<file path="src/rtl/dbff_pkg.sv">
`timescale 1ns / 1ps

package dbff_pkg;

   // Field widths of the request, response and register words.
   localparam int OP_W          = 3;
   localparam int PIXEL_X_W     = 8;
   localparam int PIXEL_Y_W     = 7;
   localparam int BYTE_W        = 8;
   localparam int BLOCK_INDEX_W = 6;
   localparam int OFFSET_W      = 4;

   // Shift used by the reciprocal multipliers that replace small divisions.
   localparam int RECIP_SHIFT = 16;

   // Operation codes.
   localparam logic [OP_W-1:0] OP_SET    = 3'd0;
   localparam logic [OP_W-1:0] OP_CLEAR  = 3'd1;
   localparam logic [OP_W-1:0] OP_TOGGLE = 3'd2;
   localparam logic [OP_W-1:0] OP_READ   = 3'd3;
   localparam logic [OP_W-1:0] OP_FILL   = 3'd4;
   localparam logic [OP_W-1:0] OP_FLUSH  = 3'd5;

   // Display link command bytes.
   localparam logic [BYTE_W-1:0] PAGE_CMD     = 8'hB0;
   localparam logic [BYTE_W-1:0] COL_HIGH_CMD = 8'h10;
   localparam logic [BYTE_W-1:0] NIBBLE_MASK  = 8'h0F;

   // Response kinds.
   localparam logic KIND_PIXEL = 1'b0;
   localparam logic KIND_LINK  = 1'b1;

   typedef struct packed {
      logic [OP_W-1:0]          operation;
      logic [PIXEL_X_W-1:0]     pixel_x;
      logic [PIXEL_Y_W-1:0]     pixel_y;
      logic [BYTE_W-1:0]        fill_value;
      logic [BLOCK_INDEX_W-1:0] block_index;
   } req_type;

   typedef struct packed {
      logic              result_kind;
      logic              pixel_value;
      logic [BYTE_W-1:0] link_byte;
      logic              is_data;
      logic              is_last;
   } rsp_type;

   // Commands from the controller to the datapath.
   typedef struct packed {
      logic accept;
      logic sweep_rst;
      logic clear_step;
      logic fill_step;
      logic pix_reply;
      logic fl_page;
      logic fl_first;
      logic fl_cmd;
      logic fl_read;
      logic fl_data;
   } ctl_cmd_type;

   // Status from the datapath back to the controller.
   typedef struct packed {
      logic out_free;
      logic sweep_last;
      logic flush_ok;
      logic cmd_last;
      logic data_last;
   } ctl_sts_type;

endpackage

</file>
<file path="src/rtl/dbff_ctrl.sv">
`timescale 1ns / 1ps

module dbff_ctrl
   import dbff_pkg::*;
(
   input  logic            clock,
   input  logic            reset,
   input  logic            req_valid,
   input  logic [OP_W-1:0] req_op,
   output logic            req_ready,
   output ctl_cmd_type     cmd,
   input  ctl_sts_type     sts
);

   typedef enum logic [9:0] {
      S_CLEAR = 10'b00_0000_0001,
      S_IDLE  = 10'b00_0000_0010,
      S_PIX   = 10'b00_0000_0100,
      S_FILL  = 10'b00_0000_1000,
      S_FEND  = 10'b00_0001_0000,
      S_FS1   = 10'b00_0010_0000,
      S_FS2   = 10'b00_0100_0000,
      S_FCMD  = 10'b00_1000_0000,
      S_FREAD = 10'b01_0000_0000,
      S_FDATA = 10'b10_0000_0000
   } state_type;

   state_type state_ff, state_in;

   always_comb begin
      state_in  = state_ff;
      cmd       = '0;
      req_ready = 1'b0;
      case (state_ff)
         S_CLEAR: begin
            cmd.clear_step = 1'b1;
            if (sts.sweep_last) begin
               state_in = S_IDLE;
            end
         end
         S_IDLE: begin
            req_ready = 1'b1;
            if (req_valid) begin
               cmd.accept = 1'b1;
               if (req_op == OP_SET || req_op == OP_CLEAR ||
                   req_op == OP_TOGGLE || req_op == OP_READ) begin
                  state_in = S_PIX;
               end else if (req_op == OP_FILL) begin
                  cmd.sweep_rst = 1'b1;
                  state_in      = S_FILL;
               end else if (req_op == OP_FLUSH) begin
                  state_in = S_FS1;
               end
            end
         end
         S_PIX: begin
            if (sts.out_free) begin
               cmd.pix_reply = 1'b1;
               state_in      = S_IDLE;
            end
         end
         S_FILL: begin
            cmd.fill_step = 1'b1;
            if (sts.sweep_last) begin
               state_in = S_FEND;
            end
         end
         S_FEND: begin
            // The last fill byte is compared and written in this cycle.
            state_in = S_PIX;
         end
         S_FS1: begin
            cmd.fl_page = 1'b1;
            state_in    = sts.flush_ok ? S_FS2 : S_IDLE;
         end
         S_FS2: begin
            cmd.fl_first = 1'b1;
            state_in     = S_FCMD;
         end
         S_FCMD: begin
            if (sts.out_free) begin
               cmd.fl_cmd = 1'b1;
               if (sts.cmd_last) begin
                  state_in = S_FREAD;
               end
            end
         end
         S_FREAD: begin
            cmd.fl_read = 1'b1;
            state_in    = S_FDATA;
         end
         S_FDATA: begin
            if (sts.out_free) begin
               cmd.fl_data = 1'b1;
               state_in    = sts.data_last ? S_IDLE : S_FREAD;
            end
         end
         default: begin
            state_in = S_IDLE;
         end
      endcase
   end

   always_ff @(posedge clock) begin
      if (reset) begin
         state_ff <= S_CLEAR;
      end else begin
         state_ff <= state_in;
      end
   end

   // A response is loaded only when the output register can take it.
   a_load_free: assert property (@(posedge clock) disable iff (reset)
      (cmd.pix_reply || cmd.fl_cmd || cmd.fl_data) |-> sts.out_free)
      else $error("response loaded into a full output register");

   // A new request is never taken while a response source is active.
   a_accept_alone: assert property (@(posedge clock) disable iff (reset)
      cmd.accept |-> !(cmd.pix_reply || cmd.fl_cmd || cmd.fl_data || cmd.fill_step))
      else $error("request accepted during another operation");

endmodule

</file>
<file path="config.mk">
export PLATFORM = sky130hd
export DESIGN_NAME = dbff_ctrl
export DESIGN_NICKNAME = d
export VERILOG_FILES = /design/src/rtl/dbff_pkg.sv /design/src/rtl/dbff_ctrl.sv
export SDC_FILE = /design/constraint.sdc
export NUM_CORES = 1
export LEC_CHECK = 0
export BUFFER_PORTS_ARGS = -buffer_cell sky130_fd_sc_hd__buf_2
export CAP_MARGIN = 20
export CELL_PAD_IN_SITES_DETAIL_PLACEMENT = 1
export CELL_PAD_IN_SITES_GLOBAL_PLACEMENT = 1
export CORE_MARGIN = 2
export CORE_UTILIZATION = 37
export DETAILED_ROUTE_END_ITERATION = 7
export PLACE_DENSITY_LB_ADDON = 0.1
export SYNTH_ARGS = -nofsm -noshare
export SYNTH_HDL_FRONTEND = slang
export SYNTH_SLANG_ARGS = --single-unit
</file>
<file path="constraint.sdc">
create_clock -name clock -period 2.11 [get_ports clock]
set_input_delay 0.1055 -clock clock [delete_from_list [all_inputs] [get_ports clock]]
set_output_delay 0.1055 -clock clock [all_outputs]
set_load 0.01 [all_outputs]
</file>
==> metrics, run 1 <==
post-DR wirelength/cell 16.58 um; Sequential Power Share 36.3%; Startpoint Class flip-flop; pin count of the biggest net entering global routing 16; worst slew pin tran 0.4885 ns; register area share after synthesis 23.49%; biggest regs state_ff x10; max-cap violations 0; Die H 51.99 um; post-DP HPWL 1.968 mm; Final Net Count 140; Die ar. 2703 um2; CP max stage cell nor4_4; Switch Pwr 199.7 uW; static leakage 0.0004893 uW; required time of the critical path 2.00 ns; CTS max path bufs 2; Critical Path AT 1.83 ns; switching fraction of total power 33.67%; Total Wirelength 2.587 mm; CTS Root Cell clkbuf_4; Starting Density 38.89%; layout cells sized above 1 34.38%; IO buf count 21; Seq cells post-synth 10; grt total ovfl 0; Max-slew headroom 67.19%; Critical Path Source state_ff[3]; H-Tree Depth 1; pre-CTS WS 0.2506 ns; setup violators final 0; Clock Sinks 10; TritonCTS clock tree built; Final Hold Vio Count 0; io pins 22; RSZ-0062 raised after global routing false; Final min period 1.932 ns; Max Clk Rate 0.5176 GHz; vias 925; Post-Syn Instances 103; first-pass GRT wire length 4.243 mm; Placer Congestion 0.8517; FF-to-FF path depth 5; CP Max Fanout 15; Post-synth EDFFs 0; Final ANT Viol Nets 0; setup TNS 0 ns; clock slew at reported path FFs 0.07 ns; Peak VDD IR 298.4 uV; Syn. warnings 0; cell internal pwr 393.5 uW; Worst Setup Path Type flip-flop to output pin; fin. max-slew vios 0; initial drt markers 12; area growth from synthesis to layout 20.85%; Critical Path End Type output pin; GRT Util Overall 20.84%; hold_sp sts[2]; CTS Hold Bufs 0; DR vias/cell 5.929; initial antenna violation count 0; status completed; CTS buffer count 3; crit path cell chain nor4_4 -> nand3_1 -> nor3b_1 -> buf_2; vias in the first global route 881; FF-to-FF Start state_ff[3]; Syn Area/Cell 8.272 um2; combinational share of power 33.6%; largest stage delay on the critical path 0.53 ns; Worst-Skew Late Latency 0.27 ns; DR pass1 iterations 4; Rows 17; Hold Path Cell Cnt 3; core area 2191 um2; Die X 51.99 um; Reg with most FFs state_ff; post-route setup slack 0.1781 ns; Tcrit/Tclk final 91.56%; Post-synth ARST share 0%; Synth Net Count 114; DRC errors left 0; Hold WC Path Type primary input to flip-flop; Synth Flop Type dfxtp_1; Unique masters post-synth 46; max FFs per register 10; Clock Skew 0.002430 ns; n_diodes 0; Power Density 576.1 nW/um2; clock network fraction of total power 30.0%; Post-Syn Area 852.1 um2
==> cell usage after synthesis (2+ instances only) <==
master | instances | area share, %
nand2_1 | 4 | 1.8
inv_1 | 5 | 2.2
a21boi_2 | 2 | 2.6
nor4_1 | 3 | 2.2
nor2_1 | 9 | 4.0
nand4_1 | 3 | 2.2
a21boi_0 | 2 | 1.8
dfxtp_1 | 10 | 23
nand3_1 | 3 | 1.8
nor3_1 | 6 | 3.5
and3_1 | 2 | 1.5
clkbuf_8 | 2 | 3.2
o21ba_1 | 2 | 2.3
nand3b_1 | 2 | 1.8
nor4b_1 | 7 | 7.2
xor2_1 | 2 | 2.1
a21oi_1 | 3 | 1.8
o21ai_0 | 5 | 2.9
nor3b_1 | 4 | 3.5
==> worst paths after layout <==
check	to	slack, ns
max reg2reg	state_ff[1]	0.28
min	state_ff[6]	0.09
min reg2reg	state_ff[0]	0.59
max	cmd[3]	0.18
==> stage by stage <==
| step | power, uW | utilization [%] | std cells | instance area [um2] | hold slack [ns] |
|---|---|---|---|---|---|
| after global placement | 404.9 | 43.80 | 149 | 959.7 | 0.3724 |
| after floorplan | 354.5 | - | 103 | 852.1 | 0.2238 |
| final | 593.2 | 47.00 | 156 | 1030 | 0.08529 |
| after CTS | 587.0 | 45.46 | 153 | 996.0 | 0.08241 |
| after global routing | 625.7 | 47.00 | 156 | 1030 | 0.1008 |
| after detailed placement | 409.0 | 43.80 | 149 | 959.7 | 0.3651 |
==> power by group through the flow <==
stage,clock network [uW],registers [uW],logic [uW]
after floorplan,0,211,144
after global placement,0,219,186
after detailed placement,0,220,189
after CTS,181,215,191
after global routing,187,219,220
final,178,215,200
==> critical path: cells and delay by family (launching register included) <==
| kind | cells | cell delay, ns |
|---|---|---|
| buffers and inverters | 1 | 0.19 |
| and+or+nand+nor | 3 | 0.96 |
| DFF | 1 | 0.41 |
==> cells by family (layout without fill, tap and decap cells) <==
kind of cell	count (synthesis)	count (layout)	share of synthesized area [%]
buffers and inverters	12	37	9.545
AOI/OAI and AO/OA	25	25	23.35
xor gates and xnor gates	2	2	2.056
DFF	10	10	23.49
and+or+nand+nor	54	54	41.56
==> final cells by class <==
type | instances | area (um2)
Fill cell | 276 | 1161
Clock buffer | 4 | 36.28
Tap cell | 28 | 35.03
Sequential cell | 10 | 201.4
Multi-Input combinational cell | 81 | 580.6
Inverter | 5 | 18.77
Timing Repair Buffer | 28 | 157.7
==> metal layers <==
layer | global-route usage [%] | share of wire [%] | vias to the layer above
met1 | 26.70 | 44 | 454
met5 | 0 | 0 | -
met2 | 35.65 | 49 | 25
met3 | 3.448 | 5.1 | 4
li1 | - | - | 442
met4 | 5.702 | 0.97 | 0
==> timing repair <==
action | in CTS | in global routing
endpoints found under the setup margin | 0 | 3
buffers inserted | 0 | 3
gates resized for setup | 0 | 4
==> layout by cell type (no fill, tap or decap), drive strengths merged, types with 2 or more instances in the layout <==
cell type / netlist / layout
nor4: 4 / 4
and3: 2 / 2
o21ai: 5 / 5
nand3: 3 / 3
clkbuf: 3 / 4
nor2: 9 / 9
inv: 5 / 5
nand2: 5 / 5
xor2: 2 / 2
nor3b: 4 / 4
nor4b: 7 / 7
a21oi: 3 / 3
nor3: 6 / 6
o21ba: 2 / 2
nand4: 4 / 4
nand3b: 2 / 2
a21boi: 4 / 4
dfxtp: 10 / 10
buf: 4 / 28
Note: power is estimated with default switching activity, not from simulation.
==> run 2, diff against run 1 <==
Settings changed: PLACE_DENSITY_LB_ADDON 0.1 to 0.15, SETUP_SLACK_MARGIN set to 0.02.
==> run 2 against run 1 <==
Clock-buffer cell count unchanged. Fmax hardly changed. Global-route usage decreased by 0.54 points. Critical path depth grew 2. Clock skew up 0.0023 ns. Critical endpoint is now cmd[8]. Largest power group unchanged. Highest routed layer unchanged.
==> metrics, run 2 (same netlist as run 1, synthesis figures left out) <==
Power Density 590.5 nW/um2; worst slew pin tran 0.4873 ns; CTS Root Cell clkbuf_4; DR vias/cell 5.882; commonest non-fill, non-tap cell in the layout buf_2; biggest regs state_ff x10; static leakage 0.0004683 uW; post-DR wirelength/cell 16.39 um; CTS Hold Bufs 0; crit path cell chain nor3_2 -> nand3b_1 -> nor2_1 -> nand4_1 -> inv_1 -> buf_2; area growth from synthesis to layout 17.33%; layout cells sized above 1 32.26%; Die ar. 2703 um2; Final min period 1.932 ns; TritonCTS clock tree built; core area 2191 um2; Final Net Count 136; status completed; DR pass1 iterations 4; Max-slew headroom 67.27%; Max Clk Rate 0.5177 GHz; Die X 51.99 um; Placer Congestion 0.7974; Hold Path Cell Cnt 3; vias in the first global route 839; Rows 17; Reg with most FFs state_ff; max FFs per register 10; Critical Path AT 1.83 ns; CTS max path bufs 2; setup violators final 0; Worst Setup Path Type flip-flop to output pin; Tcrit/Tclk final 91.54%; setup TNS 0 ns; DRC errors left 0; Total Wirelength 2.492 mm; vias 894; GRT Util Overall 20.30%; largest stage delay on the critical path 0.40 ns; Die H 51.99 um; initial antenna violation count 0; Hold WC Path Type primary input to flip-flop; pin count of the biggest net entering global routing 16; fin. max-slew vios 0; IO buf count 21; io pins 22; Final Hold Vio Count 0; Hold Worst Slack 0.06552 ns; post-DP HPWL 1.791 mm; H-Tree Depth 1; n_diodes 0; CP Max Fanout 8; Critical Path End Type output pin; FF-to-FF path depth 5; Startpoint Class flip-flop; first-pass GRT wire length 4.064 mm; most frequent cells in the layout buf_2 (21), dfxtp_1 (9), nor2_1 (7), nor4b_1 (7); CTS buffer count 3; RSZ-0062 raised after global routing false; Peak VDD IR 352.4 uV; Final ANT Viol Nets 0; required time of the critical path 2.00 ns; Clock Skew 0.004701 ns; Clock Sinks 10; initial drt markers 17; Starting Density 38.89%; grt total ovfl 0; Worst-Skew Late Latency 0.27 ns; max-cap violations 0; clock slew at reported path FFs 0.07 ns; CP max stage cell dfxtp_1
## run 2: what timing repair did
| item | 4_1_cts | 5_1_grt |
|---|---|---|
| gates resized for setup | 0 | 4 |
| setup endpoints to repair | 0 | 7 |
| buffers inserted | 0 | 0 |
## run 2: area by class of cell
| type | count | area [um2] |
|---|---|---|
| Sequential cell | 10 | 201.4 |
| Inverter | 5 | 18.77 |
| Tap cell | 28 | 35.03 |
| Clock buffer | 4 | 36.28 |
| Multi-Input combinational cell | 81 | 580.6 |
| Fill cell | 281 | 1191 |
| Timing Repair Buffer | 24 | 127.6 |
## run 2: final timing paths
kind / from / to / slack [ns]
max: state_ff[4] / cmd[8] / 0.18
max reg2reg: state_ff[8] / state_ff[2] / 0.25
min reg2reg: state_ff[0] / state_ff[0] / 0.58
min: sts[2] / state_ff[6] / 0.07
## run 2: critical path, delay by kind of cell (launching register included)
family / cells / cell delay [ns]
buf+inv: 2 / 0.20
flops: 1 / 0.40
simple gates: 4 / 0.95
## run 2: routing by layer
metal | share of wire (%) | GRT usage, %
met1 | 49 | 26.94
met2 | 46 | 32.49
met4 | 0.84 | 9.649
met5 | 0 | 0
met3 | 3.4 | 2.299
## run 2: where the power goes
part / internal [uW] / leakage, uW / switching (uW)
Sequential: 197 / 0.0000818 / 14.0
Clock: 105 / 0.0000210 / 71.4
Combinational: 85.8 / 0.000366 / 117
Total: 388 / 0.000468 / 202
## run 2: per-stage QoR
| step | power, uW | worst slack (ns) | std cells | area [um2] | util, % |
|---|---|---|---|---|---|
| finish | 590.4 | 0.1784 | 152 | 999.7 | 45.63 |
| global route | 623.3 | 0.04795 | 152 | 999.7 | 45.63 |
| CTS | 590.4 | 0.1312 | 152 | 988.4 | 45.12 |
| detailed placement | 411.2 | 0.2358 | 148 | 952.2 | 43.46 |
| global placement | 405.4 | 0.2824 | 148 | 952.2 | 43.46 |
| floorplan | 354.5 | 0.5248 | 103 | 852.1 | - |
==> run 3, diff against run 2 <==
Settings changed: CORE_UTILIZATION 37 to 34, SKIP_LAST_GASP set to 1.
Clock period 2.11 ns to 1.7 ns, I/O delays scaled along.
==> run 3 against run 2 <==
The run now ends with setup timing left. Sequential cell count did not move. Hold slack better by 0.0013 ns. Die area increased by 8.1%. Clock power is 28% higher. Sequential power grew 25%.
==> metrics, run 3 (same netlist as run 1, synthesis figures left out) <==
CTS Root Cell clkbuf_4; CTS max path bufs 2; Final min period 1.837 ns; register area 219.0 um2; Final Non-Filler Cells 188; Die ar. 2922 um2; Starting Density 35.03%; Hold WC Path Type primary input to flip-flop; H-Tree Depth 1; RSZ-0062 raised after global routing true; required time of the critical path 1.92 ns; vias in the first global route 988; max FFs per register 10; dpl cells 167; Critical Path End Type flip-flop; n_diodes 0; DR pass1 iterations 4; Power Total 920.8 uW; CP Max Fanout 5; initial drt markers 22; Max Clk Rate 0.5442 GHz; Hold Worst Slack 0.06685 ns; TritonCTS clock tree built; core area 2432 um2; Clock Skew 0.01043 ns; Critical Path AT 2.06 ns; commonest non-fill, non-tap cell in the layout buf_4; fin. max-slew vios 0; grt total ovfl 0; static leakage 0.0006831 uW; Final Hold Vio Count 0; area growth from synthesis to layout 71.07%; clock slew at reported path FFs 0.08 ns; DRC errors left 0; Worst-Skew Late Latency 0.28 ns; Tcrit/Tclk final 108.1%; initial antenna violation count 0; max-cap violations 0; Post-Place Cell Area 1082 um2; Final Net Count 170; filler instances 294; failing checks setup timing; fin area 1458 um2; post-DR wirelength/cell 18.41 um; Die X 54.06 um; Reg with most FFs state_ff; Placer Congestion 0.8271; setup TNS -1.565 ns; post-DP HPWL 2.077 mm; vias 1,059; layout cells sized above 1 62.66%; most frequent cells in the layout buf_4 (32), buf_2 (20), dfxtp_2 (6); post-route setup slack -0.1375 ns; CTS buffer count 3; Worst Setup Path Type flip-flop to flip-flop; pin count of the biggest net entering global routing 11; io pins 22; Startpoint Class flip-flop; biggest regs state_ff x10; Die H 54.06 um; first-pass GRT wire length 5.050 mm; Clock Sinks 10; DR vias/cell 5.633; status complete, but fails checks; Peak VDD IR 509.1 uV; Rows 18; setup violators final 17; worst slew pin tran 0.3584 ns; multi-input logic area 720.7 um2; Final ANT Viol Nets 0; Total Wirelength 3.461 mm; IO buf count 21; GRT Util Overall 25.22%; Power Density 631.7 nW/um2; Max-slew headroom 76.02%
[run 3: worst max-delay path, stage by stage (launching register included)]
cell and delay (ns):
dfxtp_4 0.36, nor3_4 0.22, nand3b_1 0.26, buf_4 0.23, or3b_4 0.42, a21boi_2 0.16, o21ba_1 0.13
[run 3: per-layer routing]
metal / share of wire (%) / up-vias / GRT usage [%] / routed length, um
met5: 0 / - / 0 / 0
met4: 1.6 / 0 / 12.08 / 57
met3: 3.4 / 6 / 4.444 / 116
met2: 50 / 24 / 42.68 / 1741
met1: 45 / 526 / 30.62 / 1545
li1: - / 503 / - / -
[run 3: per-stage QoR]
stage | util (%) | worst slack (ns)
after detailed placement | 44.50 | -0.1252
final | 59.93 | -0.1375
after CTS | 53.96 | -0.02483
after floorplan | - | 0.1148
after global placement | 44.50 | -0.1334
after global routing | 59.93 | -0.1822
[run 3: final cells by class]
| cell class | instances | share of cell area, % |
|---|---|---|
| flip-flops and latches | 10 | 15.02 |
| repair buffers | 58 | 29.18 |
| multi-input cells | 81 | 49.44 |
| well taps | 30 | 2.575 |
| inverters | 5 | 1.288 |
| clock buffers | 4 | 2.489 |
[run 3: report_power, final]
| part | total (uW) | switching, uW | leakage, uW | internal (uW) |
|---|---|---|---|---|
| clock network | 226 | 95.3 | 0.0000210 | 130 |
| logic | 431 | 202 | 0.000576 | 230 |
| registers | 264 | 20.6 | 0.0000858 | 243 |
[run 3: final timing paths]
kind,from,end,slack (ns),depth (start not counted)
hold reg to reg,state_ff[0],state_ff[0],0.57,1
setup / recovery,state_ff[4],state_ff[9],-0.14,6
hold / removal,req_op[2],state_ff[5],0.07,3
setup reg to reg,state_ff[4],state_ff[9],-0.14,6
[run 3: what timing repair did]
item / CTS / global route
hold buffers: 0 / 0
buffers inserted: 10 / 7
pin swaps: 15 / 17
setup endpoints to repair: 20 / 19
gates resized for setup: 25 / 21
